--- src/hdl/ttcd_pkg.sv ---
// Shared types, codes and sizes for the text terminal control decoder.
`default_nettype none

package ttcd_pkg;

    // Field widths fixed by the screen interface.
    localparam int COL_W  = 7;
    localparam int ROW_W  = 5;
    localparam int BYTE_W = 8;

    // Default screen geometry.
    localparam int DEF_WRAP_COLUMN = 79;
    localparam int DEF_LAST_ROW    = 24;
    localparam int DEF_TAB_STOP    = 8;

    // Depth of the queue between the front and the back part.
    localparam int QUEUE_DEPTH = 2;
    localparam int QPTR_W      = $clog2(QUEUE_DEPTH);
    localparam int QCNT_W      = $clog2(QUEUE_DEPTH + 1);

    // Reset colour attribute.
    localparam logic [BYTE_W-1:0] RESET_COLOUR = 8'h07;

    // Special bytes of the character stream.
    localparam logic [BYTE_W-1:0] CHR_SEQ = 8'd1;
    localparam logic [BYTE_W-1:0] CHR_TAB = 8'd9;
    localparam logic [BYTE_W-1:0] CHR_CR  = 8'd13;

    // Control sequence command codes.
    localparam logic [BYTE_W-1:0] CMD_CLEAR    = 8'd1;
    localparam logic [BYTE_W-1:0] CMD_COLOUR   = 8'd2;
    localparam logic [BYTE_W-1:0] CMD_SCROLL   = 8'd3;
    localparam logic [BYTE_W-1:0] CMD_UP       = 8'd4;
    localparam logic [BYTE_W-1:0] CMD_DOWN     = 8'd5;
    localparam logic [BYTE_W-1:0] CMD_LEFT     = 8'd6;
    localparam logic [BYTE_W-1:0] CMD_RIGHT    = 8'd7;
    localparam logic [BYTE_W-1:0] CMD_GOTO     = 8'd11;
    localparam logic [BYTE_W-1:0] CMD_HOME_COL = 8'd12;
    localparam logic [BYTE_W-1:0] CMD_HOME_ROW = 8'd13;
    localparam logic [BYTE_W-1:0] CMD_HOME     = 8'd14;
    localparam logic [BYTE_W-1:0] CMD_END_COL  = 8'd15;
    localparam logic [BYTE_W-1:0] CMD_END_ROW  = 8'd16;
    localparam logic [BYTE_W-1:0] CMD_END      = 8'd17;

    // Sequence length codes.
    localparam logic [1:0] SEQ_LEN_ONE   = 2'd1;
    localparam logic [1:0] SEQ_LEN_TWO   = 2'd2;
    localparam logic [1:0] SEQ_LEN_THREE = 2'd3;

    // Screen action reported with each result.
    typedef enum logic [1:0] {
        ACT_CURSOR = 2'd0,
        ACT_WRITE  = 2'd1,
        ACT_SCROLL = 2'd2,
        ACT_CLEAR  = 2'd3
    } action_t;

    // Operation class decided by the front part.
    typedef enum logic [2:0] {
        OP_NOP,
        OP_TAB,
        OP_CR,
        OP_PUT,
        OP_CMD
    } op_kind_t;

    // One queued operation.
    typedef struct packed {
        op_kind_t          kind;
        logic [BYTE_W-1:0] code;
        logic [BYTE_W-1:0] arg_a;
        logic [BYTE_W-1:0] arg_b;
    } op_t;

    // Queue handshake seen by the back part.
    typedef struct packed {
        logic valid;
        op_t  op;
    } queue_head_t;

    // One result transaction.
    typedef struct packed {
        action_t           action;
        logic [COL_W-1:0]  cell_column;
        logic [ROW_W-1:0]  cell_row;
        logic [BYTE_W-1:0] char_code;
        logic [BYTE_W-1:0] attribute;
        logic [COL_W-1:0]  cursor_column;
        logic [ROW_W-1:0]  cursor_row;
        logic              last;
    } result_t;

endpackage

`default_nettype wire

--- src/hdl/text_terminal_control_decoder.sv ---
// Top level of the text terminal control decoder.
//
//   Channel   Direction  Handshake                  Payload
//   byte      in         byte_valid / byte_stall    byte_in
//   result    out        result_valid / result_stall action, cell_column, cell_row,
//                                                   char_code, attribute, cursor_column,
//                                                   cursor_row, last
//
// A byte gives one result, or two when a cell write runs past the last row
// and is followed by a scroll; the single result register of the back part sends them in turn.
// When the queue is empty, an accepted byte is stored in a queue entry and then in the result register.
// Reset (rst_n low) clears the parser, the queue, the cursor and sets colour 0x07.
// A stalled result holds; the two-entry queue keeps bytes flowing until it fills.
`default_nettype none

module text_terminal_control_decoder #(
    parameter int WRAP_COLUMN = ttcd_pkg::DEF_WRAP_COLUMN,
    parameter int LAST_ROW    = ttcd_pkg::DEF_LAST_ROW,
    parameter int TAB_STOP    = ttcd_pkg::DEF_TAB_STOP
) (
    input  wire logic                          clk,
    input  wire logic                          rst_n,
    input  wire logic                          byte_valid,
    output logic                               byte_stall,
    input  wire logic [ttcd_pkg::BYTE_W-1:0]   byte_in,
    output logic                               result_valid,
    input  wire logic                          result_stall,
    output logic [1:0]                         action,
    output logic [ttcd_pkg::COL_W-1:0]         cell_column,
    output logic [ttcd_pkg::ROW_W-1:0]         cell_row,
    output logic [ttcd_pkg::BYTE_W-1:0]        char_code,
    output logic [ttcd_pkg::BYTE_W-1:0]        attribute,
    output logic [ttcd_pkg::COL_W-1:0]         cursor_column,
    output logic [ttcd_pkg::ROW_W-1:0]         cursor_row,
    output logic                               last
);

    logic                   push;
    ttcd_pkg::op_t          push_op;
    logic                   queue_full;
    logic                   pop;
    ttcd_pkg::queue_head_t  head;
    ttcd_pkg::result_t      result;

    // Parser and classifier.
    ttcd_front u_front (
        .clk        (clk),
        .rst_n      (rst_n),
        .byte_valid (byte_valid),
        .byte_in    (byte_in),
        .queue_full (queue_full),
        .byte_stall (byte_stall),
        .push       (push),
        .push_op    (push_op)
    );

    // Operation queue.
    ttcd_queue u_queue (
        .clk     (clk),
        .rst_n   (rst_n),
        .push    (push),
        .push_op (push_op),
        .pop     (pop),
        .full    (queue_full),
        .head    (head)
    );

    // Execution and results.
    ttcd_back #(
        .WRAP_COLUMN (WRAP_COLUMN),
        .LAST_ROW    (LAST_ROW),
        .TAB_STOP    (TAB_STOP)
    ) u_back (
        .clk          (clk),
        .rst_n        (rst_n),
        .head         (head),
        .result_stall (result_stall),
        .pop          (pop),
        .result_valid (result_valid),
        .result       (result)
    );

    assign action        = result.action;
    assign cell_column   = result.cell_column;
    assign cell_row      = result.cell_row;
    assign char_code     = result.char_code;
    assign attribute     = result.attribute;
    assign cursor_column = result.cursor_column;
    assign cursor_row    = result.cursor_row;
    assign last          = result.last;

endmodule

`default_nettype wire

--- src/hdl/ttcd_front.sv ---
// Front part: control-sequence parser that classifies each byte into an operation.
`default_nettype none

module ttcd_front (
    input  wire logic                          clk,
    input  wire logic                          rst_n,
    input  wire logic                          byte_valid,
    input  wire logic [ttcd_pkg::BYTE_W-1:0]   byte_in,
    input  wire logic                          queue_full,
    output logic                               byte_stall,
    output logic                               push,
    output ttcd_pkg::op_t                      push_op
);

    logic                        in_seq_reg, in_seq_next;
    logic [1:0]                  arg_cnt_reg, arg_cnt_next;
    logic [1:0]                  seq_len_reg, seq_len_next;
    logic [ttcd_pkg::BYTE_W-1:0] seq_b0_reg, seq_b0_next;
    logic [ttcd_pkg::BYTE_W-1:0] seq_b1_reg, seq_b1_next;
    logic [1:0]                  len_eff;
    logic [2:0]                  arg_inc;

    // The queue has room for exactly one operation per accepted byte.
    assign byte_stall = queue_full;
    assign push       = byte_valid && !queue_full;

    // The first byte of a sequence fixes its length.
    always_comb
    begin
        len_eff = seq_len_reg;
        if (arg_cnt_reg == 2'd0) begin
            if (byte_in == ttcd_pkg::CMD_COLOUR)
                len_eff = ttcd_pkg::SEQ_LEN_TWO;
            else if (byte_in == ttcd_pkg::CMD_GOTO)
                len_eff = ttcd_pkg::SEQ_LEN_THREE;
        end
        arg_inc = {1'b0, arg_cnt_reg} + 3'd1;
    end

    // Parser update and operation classification.
    always_comb
    begin
        in_seq_next   = in_seq_reg;
        arg_cnt_next  = arg_cnt_reg;
        seq_len_next  = seq_len_reg;
        seq_b0_next   = seq_b0_reg;
        seq_b1_next   = seq_b1_reg;
        push_op.kind  = ttcd_pkg::OP_NOP;
        push_op.code  = byte_in;
        push_op.arg_a = seq_b1_reg;
        push_op.arg_b = byte_in;
        if (in_seq_reg) begin
            seq_len_next = len_eff;
            if (arg_cnt_reg == 2'd0)
                seq_b0_next = byte_in;
            if (arg_cnt_reg == 2'd1)
                seq_b1_next = byte_in;
            if (arg_inc >= {1'b0, len_eff}) begin
                // Sequence complete: hand the command over.
                in_seq_next  = 1'b0;
                arg_cnt_next = 2'd0;
                push_op.kind = ttcd_pkg::OP_CMD;
                if (arg_cnt_reg != 2'd0)
                    push_op.code = seq_b0_reg;
                if (arg_cnt_reg == 2'd1)
                    push_op.arg_a = byte_in;
            end else begin
                arg_cnt_next = arg_inc[1:0];
            end
        end else if (byte_in == ttcd_pkg::CHR_TAB) begin
            push_op.kind = ttcd_pkg::OP_TAB;
        end else if (byte_in == ttcd_pkg::CHR_SEQ) begin
            in_seq_next  = 1'b1;
            arg_cnt_next = 2'd0;
            seq_len_next = ttcd_pkg::SEQ_LEN_ONE;
        end else if (byte_in == ttcd_pkg::CHR_CR) begin
            push_op.kind = ttcd_pkg::OP_CR;
        end else begin
            push_op.kind = ttcd_pkg::OP_PUT;
        end
    end

    // Parser control state.
    always_ff @(posedge clk or negedge rst_n)
    begin
        if (!rst_n) begin
            in_seq_reg  <= 1'b0;
            arg_cnt_reg <= 2'd0;
            seq_len_reg <= ttcd_pkg::SEQ_LEN_ONE;
        end else if (push) begin
            in_seq_reg  <= in_seq_next;
            arg_cnt_reg <= arg_cnt_next;
            seq_len_reg <= seq_len_next;
        end
    end

    // Sequence bytes are written before they are read and need no reset.
    always_ff @(posedge clk)
    begin
        if (push) begin
            seq_b0_reg <= seq_b0_next;
            seq_b1_reg <= seq_b1_next;
        end
    end

endmodule

`default_nettype wire

--- src/hdl/ttcd_queue.sv ---
// Short operation queue between the front and the back part.
`default_nettype none

module ttcd_queue (
    input  wire logic                  clk,
    input  wire logic                  rst_n,
    input  wire logic                  push,
    input  wire ttcd_pkg::op_t         push_op,
    input  wire logic                  pop,
    output logic                       full,
    output ttcd_pkg::queue_head_t      head
);

    ttcd_pkg::op_t                 entry_reg [ttcd_pkg::QUEUE_DEPTH];
    logic [ttcd_pkg::QPTR_W-1:0]   wr_ptr_reg, wr_ptr_next;
    logic [ttcd_pkg::QPTR_W-1:0]   rd_ptr_reg, rd_ptr_next;
    logic [ttcd_pkg::QCNT_W-1:0]   count_reg, count_next;

    localparam logic [ttcd_pkg::QPTR_W-1:0] PTR_MAX =
        ttcd_pkg::QPTR_W'(ttcd_pkg::QUEUE_DEPTH - 1);
    localparam logic [ttcd_pkg::QCNT_W-1:0] CNT_FULL =
        ttcd_pkg::QCNT_W'(ttcd_pkg::QUEUE_DEPTH);

    assign full       = (count_reg == CNT_FULL);
    assign head.valid = (count_reg != '0);
    assign head.op    = entry_reg[rd_ptr_reg];

    // Pointer and occupancy update.
    always_comb
    begin
        wr_ptr_next = wr_ptr_reg;
        rd_ptr_next = rd_ptr_reg;
        count_next  = count_reg;
        if (push)
            wr_ptr_next = (wr_ptr_reg == PTR_MAX) ? '0 : wr_ptr_reg + 1'b1;
        if (pop)
            rd_ptr_next = (rd_ptr_reg == PTR_MAX) ? '0 : rd_ptr_reg + 1'b1;
        if (push && !pop)
            count_next = count_reg + 1'b1;
        else if (pop && !push)
            count_next = count_reg - 1'b1;
    end

    always_ff @(posedge clk or negedge rst_n)
    begin
        if (!rst_n) begin
            wr_ptr_reg <= '0;
            rd_ptr_reg <= '0;
            count_reg  <= '0;
        end else begin
            wr_ptr_reg <= wr_ptr_next;
            rd_ptr_reg <= rd_ptr_next;
            count_reg  <= count_next;
        end
    end

    // Entry storage.
    always_ff @(posedge clk)
    begin
        if (push)
            entry_reg[wr_ptr_reg] <= push_op;
    end

endmodule

`default_nettype wire

--- src/hdl/ttcd_back.sv ---
// Back part: cursor and colour state, operation execution and the result register.
`default_nettype none

module ttcd_back #(
    parameter int WRAP_COLUMN = ttcd_pkg::DEF_WRAP_COLUMN,
    parameter int LAST_ROW    = ttcd_pkg::DEF_LAST_ROW,
    parameter int TAB_STOP    = ttcd_pkg::DEF_TAB_STOP
) (
    input  wire logic                   clk,
    input  wire logic                   rst_n,
    input  wire ttcd_pkg::queue_head_t  head,
    input  wire logic                   result_stall,
    output logic                        pop,
    output logic                        result_valid,
    output ttcd_pkg::result_t           result
);

    localparam int COL_W = ttcd_pkg::COL_W;
    localparam int ROW_W = ttcd_pkg::ROW_W;
    localparam int TAB_W = COL_W + 2;
    localparam int NSTOP = (1 << COL_W) / TAB_STOP + 1;

    localparam logic [COL_W-1:0] WRAP_C   = COL_W'(WRAP_COLUMN);
    localparam logic [COL_W-1:0] WRAP_M1  = COL_W'(WRAP_COLUMN - 1);
    localparam logic [COL_W:0]   WRAP_X   = (COL_W + 1)'(WRAP_COLUMN);
    localparam logic [TAB_W-1:0] WRAP_T   = TAB_W'(WRAP_COLUMN);
    localparam logic [ROW_W-1:0] LAST_C   = ROW_W'(LAST_ROW);
    localparam logic [ttcd_pkg::BYTE_W-1:0] WRAP_B = ttcd_pkg::BYTE_W'(WRAP_COLUMN);
    localparam logic [ttcd_pkg::BYTE_W-1:0] LAST_B = ttcd_pkg::BYTE_W'(LAST_ROW);

    logic [COL_W-1:0]            col_reg, col_next;
    logic [ROW_W-1:0]            row_reg, row_next;
    logic [ttcd_pkg::BYTE_W-1:0] colour_reg, colour_next;
    logic                        out_valid_reg, out_valid_next;
    logic                        pend_reg, pend_next;
    ttcd_pkg::result_t           out_reg, out_next;

    logic [COL_W:0]              col_inc;
    logic                        row_last;
    logic [TAB_W-1:0]            tab_next;
    logic                        out_free;
    logic                        two;
    ttcd_pkg::action_t           act;
    logic [COL_W-1:0]            cell_col;
    logic [ROW_W-1:0]            cell_row;
    logic [ttcd_pkg::BYTE_W-1:0] cell_char;

    assign col_inc  = {1'b0, col_reg} + 1'b1;
    assign row_last = (row_reg >= LAST_C);
    assign out_free = !out_valid_reg || !result_stall;
    assign pop      = head.valid && out_free && !pend_reg;

    // Next tab stop: the smallest multiple of the stop above the column.
    always_comb
    begin
        tab_next = '0;
        for (int k = NSTOP; k >= 1; k--) begin
            if ((k * TAB_STOP) > int'(col_reg))
                tab_next = TAB_W'(k * TAB_STOP);
        end
    end

    // Execute the operation at the head of the queue.
    always_comb
    begin
        col_next    = col_reg;
        row_next    = row_reg;
        colour_next = colour_reg;
        act         = ttcd_pkg::ACT_CURSOR;
        cell_col    = '0;
        cell_row    = '0;
        cell_char   = '0;
        two         = 1'b0;
        unique case (head.op.kind)
            ttcd_pkg::OP_PUT:
            begin
                act       = ttcd_pkg::ACT_WRITE;
                cell_col  = col_reg;
                cell_row  = row_reg;
                cell_char = head.op.code;
                if (col_inc >= WRAP_X) begin
                    col_next = '0;
                    if (row_last) begin
                        // Wrap past the last row: write, then scroll.
                        row_next = LAST_C;
                        two      = 1'b1;
                    end else begin
                        row_next = row_reg + 1'b1;
                    end
                end else begin
                    col_next = col_inc[COL_W-1:0];
                end
            end
            ttcd_pkg::OP_TAB:
            begin
                if (tab_next > WRAP_T) begin
                    col_next = '0;
                    if (row_last) begin
                        act      = ttcd_pkg::ACT_SCROLL;
                        row_next = LAST_C;
                    end else begin
                        row_next = row_reg + 1'b1;
                    end
                end else begin
                    col_next = tab_next[COL_W-1:0];
                end
            end
            ttcd_pkg::OP_CR:
            begin
                col_next = '0;
                if (row_last) begin
                    act      = ttcd_pkg::ACT_SCROLL;
                    row_next = LAST_C;
                end else begin
                    row_next = row_reg + 1'b1;
                end
            end
            ttcd_pkg::OP_CMD:
            begin
                unique case (head.op.code)
                    ttcd_pkg::CMD_CLEAR:
                    begin
                        act      = ttcd_pkg::ACT_CLEAR;
                        col_next = '0;
                        row_next = '0;
                    end
                    ttcd_pkg::CMD_COLOUR:
                        colour_next = head.op.arg_a;
                    ttcd_pkg::CMD_SCROLL:
                        act = ttcd_pkg::ACT_SCROLL;
                    ttcd_pkg::CMD_UP:
                    begin
                        if (row_reg != '0)
                            row_next = row_reg - 1'b1;
                    end
                    ttcd_pkg::CMD_DOWN:
                    begin
                        if (row_last) begin
                            act      = ttcd_pkg::ACT_SCROLL;
                            row_next = LAST_C;
                        end else begin
                            row_next = row_reg + 1'b1;
                        end
                    end
                    ttcd_pkg::CMD_LEFT:
                    begin
                        // At the left edge go to the end of the row above, unless at home.
                        if (col_reg == '0) begin
                            if (row_reg != '0) begin
                                col_next = WRAP_M1;
                                row_next = row_reg - 1'b1;
                            end
                        end else begin
                            col_next = col_reg - 1'b1;
                        end
                    end
                    ttcd_pkg::CMD_RIGHT:
                    begin
                        if (col_inc >= WRAP_X) begin
                            col_next = '0;
                            if (row_last) begin
                                act      = ttcd_pkg::ACT_SCROLL;
                                row_next = LAST_C;
                            end else begin
                                row_next = row_reg + 1'b1;
                            end
                        end else begin
                            col_next = col_inc[COL_W-1:0];
                        end
                    end
                    ttcd_pkg::CMD_GOTO:
                    begin
                        // Out-of-range coordinates saturate at the screen edge.
                        col_next = (head.op.arg_a > WRAP_B) ? WRAP_C
                                                            : head.op.arg_a[COL_W-1:0];
                        row_next = (head.op.arg_b > LAST_B) ? LAST_C
                                                            : head.op.arg_b[ROW_W-1:0];
                    end
                    ttcd_pkg::CMD_HOME_COL:
                        col_next = '0;
                    ttcd_pkg::CMD_HOME_ROW:
                        row_next = '0;
                    ttcd_pkg::CMD_HOME:
                    begin
                        col_next = '0;
                        row_next = '0;
                    end
                    ttcd_pkg::CMD_END_COL:
                        col_next = WRAP_C;
                    ttcd_pkg::CMD_END_ROW:
                        row_next = LAST_C;
                    ttcd_pkg::CMD_END:
                    begin
                        col_next = WRAP_C;
                        row_next = LAST_C;
                    end
                    default:
                    begin
                    end
                endcase
            end
            default:
            begin
            end
        endcase
    end

    // Result register: the first result of an operation, then a pending scroll if any.
    always_comb
    begin
        out_valid_next = out_valid_reg;
        pend_next      = pend_reg;
        out_next       = out_reg;
        if (out_free) begin
            if (pend_reg) begin
                out_valid_next        = 1'b1;
                pend_next             = 1'b0;
                out_next.action       = ttcd_pkg::ACT_SCROLL;
                out_next.cell_column  = '0;
                out_next.cell_row     = '0;
                out_next.char_code    = '0;
                out_next.attribute    = colour_reg;
                out_next.cursor_column = col_reg;
                out_next.cursor_row   = row_reg;
                out_next.last         = 1'b1;
            end else if (pop) begin
                out_valid_next        = 1'b1;
                pend_next             = two;
                out_next.action       = act;
                out_next.cell_column  = cell_col;
                out_next.cell_row     = cell_row;
                out_next.char_code    = cell_char;
                out_next.attribute    = colour_next;
                out_next.cursor_column = col_next;
                out_next.cursor_row   = row_next;
                out_next.last         = !two;
            end else begin
                out_valid_next = 1'b0;
            end
        end
    end

    // Cursor, colour and output control state.
    always_ff @(posedge clk or negedge rst_n)
    begin
        if (!rst_n) begin
            col_reg       <= '0;
            row_reg       <= '0;
            colour_reg    <= ttcd_pkg::RESET_COLOUR;
            out_valid_reg <= 1'b0;
            pend_reg      <= 1'b0;
        end else begin
            if (pop) begin
                col_reg    <= col_next;
                row_reg    <= row_next;
                colour_reg <= colour_next;
            end
            out_valid_reg <= out_valid_next;
            pend_reg      <= pend_next;
        end
    end

    // Result payload.
    always_ff @(posedge clk)
    begin
        out_reg <= out_next;
    end

    assign result_valid = out_valid_reg;
    assign result       = out_reg;

endmodule

`default_nettype wire

--- config.mk ---
export PLATFORM = sky130hd
export DESIGN_NAME = text_terminal_control_decoder
export DESIGN_NICKNAME = d
export VERILOG_FILES = /design/src/hdl/ttcd_pkg.sv /design/src/hdl/text_terminal_control_decoder.sv /design/src/hdl/ttcd_front.sv /design/src/hdl/ttcd_queue.sv /design/src/hdl/ttcd_back.sv
export SDC_FILE = /design/constraint.sdc
export NUM_CORES = 1
export LEC_CHECK = 0
export BUFFER_PORTS_ARGS = -buffer_cell sky130_fd_sc_hd__clkbuf_2
export CAP_MARGIN = 40
export CORE_ASPECT_RATIO = 1.2
export CORE_MARGIN = 8
export CORE_UTILIZATION = 45
export DETAILED_ROUTE_END_ITERATION = 7
export GPL_TIMING_DRIVEN = 0
export SYNTH_ARGS = -nofsm -noshare
export SYNTH_HDL_FRONTEND = slang
export SYNTH_SLANG_ARGS = --single-unit
--- constraint.sdc ---
create_clock -name clk -period 8.1 [get_ports clk]
set_clock_uncertainty 0.2 [all_clocks]
set_input_delay 1.62 -clock clk [delete_from_list [all_inputs] [get_ports clk]]
set_output_delay 1.62 -clock clk [all_outputs]
set_load 0.05 [all_outputs]
==> results.txt <==
----------------------------------------------------
[Status]
  Run status ... complete, no violations

[Timing]
  Period utilisation layout ... 62.63%
  Slew at the pin closest to its max-slew limit ... approximately 0.8 ns
  Shortest period the worst path allows ... 5.073 ns
  Max transition margin ... 45.76%
  Hold Fails Final Rpt ... 0
  Total setup violations reported at the end of the flow ... 0
  F_max ... around 200 MHz
  Setup TNS ... 0 ns
  Setup repair after global routing missed its margin ... no
  Count of final max-slew check failures ... 0

[Yosys]
  Multiplexer share of the synthesized area ... 6.928%
  Most used DFF post-synth ... sky130_fd_sc_hd__edfxtp_1
  Cell type with the largest total area after synthesis ... sky130_fd_sc_hd__edfxtp_1
  Number of enable flip-flop cells after synthesis ... 113
  Number of standard cells after synthesis ... slightly below 700
  Post-Synth XOR/XNOR Area ... under 10%
  Flip-flop and latch count after synthesis ... about 140
  Share of synthesized cell area in full adder, half adder and majority cells ... 2.079%
  Simple-gate share of the synthesized area ... 15.23%
  Combinational family with the most area after synthesis ... compound AO/OA/AOI/OAI gates
  Syn_area_per_cell ... between 10 and 15 um2
  Fraction of post-synthesis cell area in the top cell type by area ... 44.74%
  Count of unique library cells instantiated by Yosys ... 85
  Number of warnings printed during yosys synthesis ... 0
  Post-synthesis cell area ... about 7600 um2
  Synthesized netlist net count ... 707
  Compound-cell area share of the yosys netlist ... between 10% and 20%
  Post-synthesis sequential area ratio ... 55.03%
  Share of synthesized flip-flops with an asynchronous set or reset ... 21.53%
  Leading cell types by total area after synthesis ... sky130_fd_sc_hd__edfxtp_1 (45%), sky130_fd_sc_hd__dfrtp_1 (8.9%), sky130_fd_sc_hd__mux2_2 (4.2%)

[Drt]
  # DRC ... 0
  1st-iter DRT viols ... 488
  Average wire per cell in the routed design ... 19.94 um
  Total wire length ... 19,760 um
  Number of routed nets with antenna violations ... 0
  Via density ... 5.877
  Via count ... 5,824
  Number of search-and-repair iterations in the first detailed-routing pass ... 5

[Power and ir drop]
  Sw Share ... 42.59%
  Cell area power density ... 370.5 nW/um2
  PnR Total Power ... 0.003248 W
  Share of total power in sequential cells ... 34.7%
  Cell internal pwr ... between 0.0015 and 0.002 W
  Maximum ir drop on the vdd rail ... approximately 0.00023 V
  Switch Pwr ... 0.001383 W
  Power share of the clock group ... 22.6%
  Logic pwr share ... between 40 and 50%
  Static leakage ... between 3 and 4 nW

[Setup path]
  Largest stage delay on the critical path ... 0.54 ns
  Critical path fanouts, max ... 10
  CP Class ... input pin to flop
  CP Launch Type ... input pin
  Arrival time of data at the critical path endpoint ... slightly above 5 ns
  Cell-by-cell trace of the critical path ... clkbuf_2, or4_1, nor3_1, nand2b_1, a21oi_1, nor2_1, ha_1, nor2b_1, o31a_1, nand2b_1, clkbuf_1, or2_2, clkbuf_1, mux2_2
  Cell at the slowest stage of the critical path ... sky130_fd_sc_hd__or4_1
  Critical Path RT ... between 8 and 9 ns
  CP endpoint kind ... flop

[Floorplan]
  Initial core utilization ... roughly 45%
  Ports ... 57
  Die X-Extent ... approximately 130 um
  Vertical die dimension ... approximately 160 um
  Die Area ... 21,280 um2
  Core Area ... roughly 17,000 um2
  Site Rows ... 52

[Placed design]
  Number of placed instances with taps included ... 959
  Input/output buffers ... 56
  HPWL after detailed placement ... about 15,000 um
  Placer congestion estimate ... 0.9068
  Placed Instance Area ... 8219 um2

[Clocking]
  Total setup buffers inserted after CTS ... 0
  Clock tree from TritonCTS ... done
  Sink count of the clock tree ... between 100 and 150
  CTS Buf Count ... 17
  Maximum root-to-sink buffer count ... 2
  Clock Latency Late Sink ... 0.44 ns
  Number of gates resized after CTS ... 0
  Buffer cell driving the clock tree root ... sky130_fd_sc_hd__clkbuf_16
  H-tree level count ... 4
  Total of hold buffers inserted after clock tree synthesis ... 0
  Clock slew at reported path FFs ... about 0.06 ns

[Global routing]
  Gr ovfl total ... 0
  Wire length of the first global-routing pass ... 31,370 um
  Pin count of the biggest net entering global routing ... 30
  All-layer global routing usage ... 19.10%
  Number of global-route vias before repair ... 5,808
  Antenna violations before repair ... 0

[Finish]
  Final Instance Count excl. Fillers ... 991
  Ant diodes ... 0
  Post-layout nets ... 786
  Share of cells above drive strength 1 ... roughly 20%
  Post-route cell area ... 8767 um2
  Relative area change from synthesis to final layout ... 15.59%
  Flip-flop count of the largest register after layout ... 54

[Worst hold path]
  HP Class ... flop to flop

[Job]
  Max-cap violation count ... 0

----------------------------------------------------
[critical path, delay by kind of cell]
family / cells / cell delay, ns
simple gates: 7 / 1.45
buf+inv: 3 / 0.96
mux: 1 / 0.41
compound gates: 2 / 0.32
fa+ha+maj: 1 / 0.27
[Yosys cell counts, drive strengths merged (4+ instances only)]
library cell	number
nand2b	12
o22ai	8
a22oi	4
nor2	72
dfrtp	27
a21oi	48
nor3	20
dfstp	4
clkbuf	24
or4b	4
edfxtp	113
and2	8
or3	5
buf	11
inv	16
nor4b	4
a211oi	7
and3	6
nand3	10
o221ai	5
mux2	28
nor2b	8
o31ai	8
ha	11
o21ai	49
mux2i	21
xnor2	12
nand2	58
xor2	7
[cells in the final DEF (no fill, tap or decap), types with 4 or more instances in the layout]
cell / synthesis / final
sky130_fd_sc_hd__edfxtp_1: 113 / 113
sky130_fd_sc_hd__nor2_1: 71 / 70
sky130_fd_sc_hd__nand2_1: 58 / 58
sky130_fd_sc_hd__clkbuf_2: 0 / 56
sky130_fd_sc_hd__a21oi_1: 48 / 47
sky130_fd_sc_hd__o21ai_0: 44 / 44
sky130_fd_sc_hd__mux2_2: 28 / 28
sky130_fd_sc_hd__clkbuf_1: 24 / 27
sky130_fd_sc_hd__dfrtp_1: 27 / 27
sky130_fd_sc_hd__mux2i_1: 21 / 21
sky130_fd_sc_hd__nor3_1: 19 / 19
sky130_fd_sc_hd__clkbuf_16: 0 / 17
sky130_fd_sc_hd__inv_1: 16 / 16
sky130_fd_sc_hd__xnor2_1: 12 / 12
sky130_fd_sc_hd__nand2b_1: 12 / 12
sky130_fd_sc_hd__ha_1: 11 / 11
sky130_fd_sc_hd__nand3_1: 10 / 10
sky130_fd_sc_hd__and2_1: 8 / 8
sky130_fd_sc_hd__nor2b_1: 8 / 8
sky130_fd_sc_hd__o31ai_1: 8 / 8
sky130_fd_sc_hd__xor2_1: 7 / 7
sky130_fd_sc_hd__buf_2: 7 / 7
sky130_fd_sc_hd__o22ai_1: 7 / 7
sky130_fd_sc_hd__and3_1: 6 / 6
sky130_fd_sc_hd__a211oi_1: 6 / 6
sky130_fd_sc_hd__or3_1: 5 / 5
sky130_fd_sc_hd__buf_4: 4 / 4
sky130_fd_sc_hd__o21ai_1: 4 / 4
sky130_fd_sc_hd__a22oi_1: 4 / 4
sky130_fd_sc_hd__o221ai_1: 4 / 4
sky130_fd_sc_hd__dfstp_2: 4 / 4
[worst paths after layout]
path / from / to / slack [ns] / depth (start not counted)
setup / recovery: byte_in[4] / u_queue.entry_reg[0][23] / 3.03 / 14
hold / removal: u_back.colour_reg[4] / u_back.colour_reg[4] / 0.28 / 2
setup reg to reg: u_front.arg_cnt_reg[0] / u_queue.entry_reg[0][23] / 4.15 / 15
hold reg to reg: u_back.colour_reg[4] / u_back.colour_reg[4] / 0.28 / 2
max in group asynchronous: rst_n / u_back.colour_reg[1] / 6.36 / 2
min in group asynchronous: rst_n / u_front.seq_len_reg[1] / 0.83 / 1
[cell families after synthesis]
logic type,after synthesis
adders and majority gates,12
and+or+nand+nor,228
DFF,144
xor gates and xnor gates,19
muxes,49
AOI/OAI and AO/OA,179
buffers and inverters,52
[layout make-up]
type	instances	area [um2]
fillers	1459	7954
flip-flops and latches	144	4174
multi-input cells	487	3206
clock buffers	20	436.7
repair buffers	60	350.3
well taps	216	270.3
plain buffers	35	155.1
clock inverters	12	111.4
inverters	17	63.81
[routing by layer]
metal  global-route usage (%)  vias to the layer above  part of all wire (%)
li1                         -                     2732                     -
met1                    22.10                     2832                    41
met2                    33.01                      217                    51
met3                    4.032                       43                   4.9
met4                    9.373                        0                   3.0
met5                        0                        -                     0
[power groups by stage]
stage | logic, W | clock network, W | registers (W)
2_1_floorplan | 0.000714 | 0 | 0.00143
3_3_place_gp | 0.00134 | 0 | 0.00115
3_5_place_dp | 0.00138 | 0 | 0.00115
4_1_cts | 0.00139 | 0.000748 | 0.00113
5_1_grt | 0.00149 | 0.000775 | 0.00115
6_report | 0.00139 | 0.000735 | 0.00113
[per-stage QoR]
step	util (%)	worst slack, ns	hold slack [ns]
after floorplan	-	3.216	0.2497
after global placement	48.65	2.640	0.2654
after detailed placement	49.15	2.580	0.2730
after CTS	52.43	3.003	0.2879
after global routing	52.43	2.680	0.3167
final	52.43	3.027	0.2794
No activity file was read; power rests on OpenSTA's default activity.
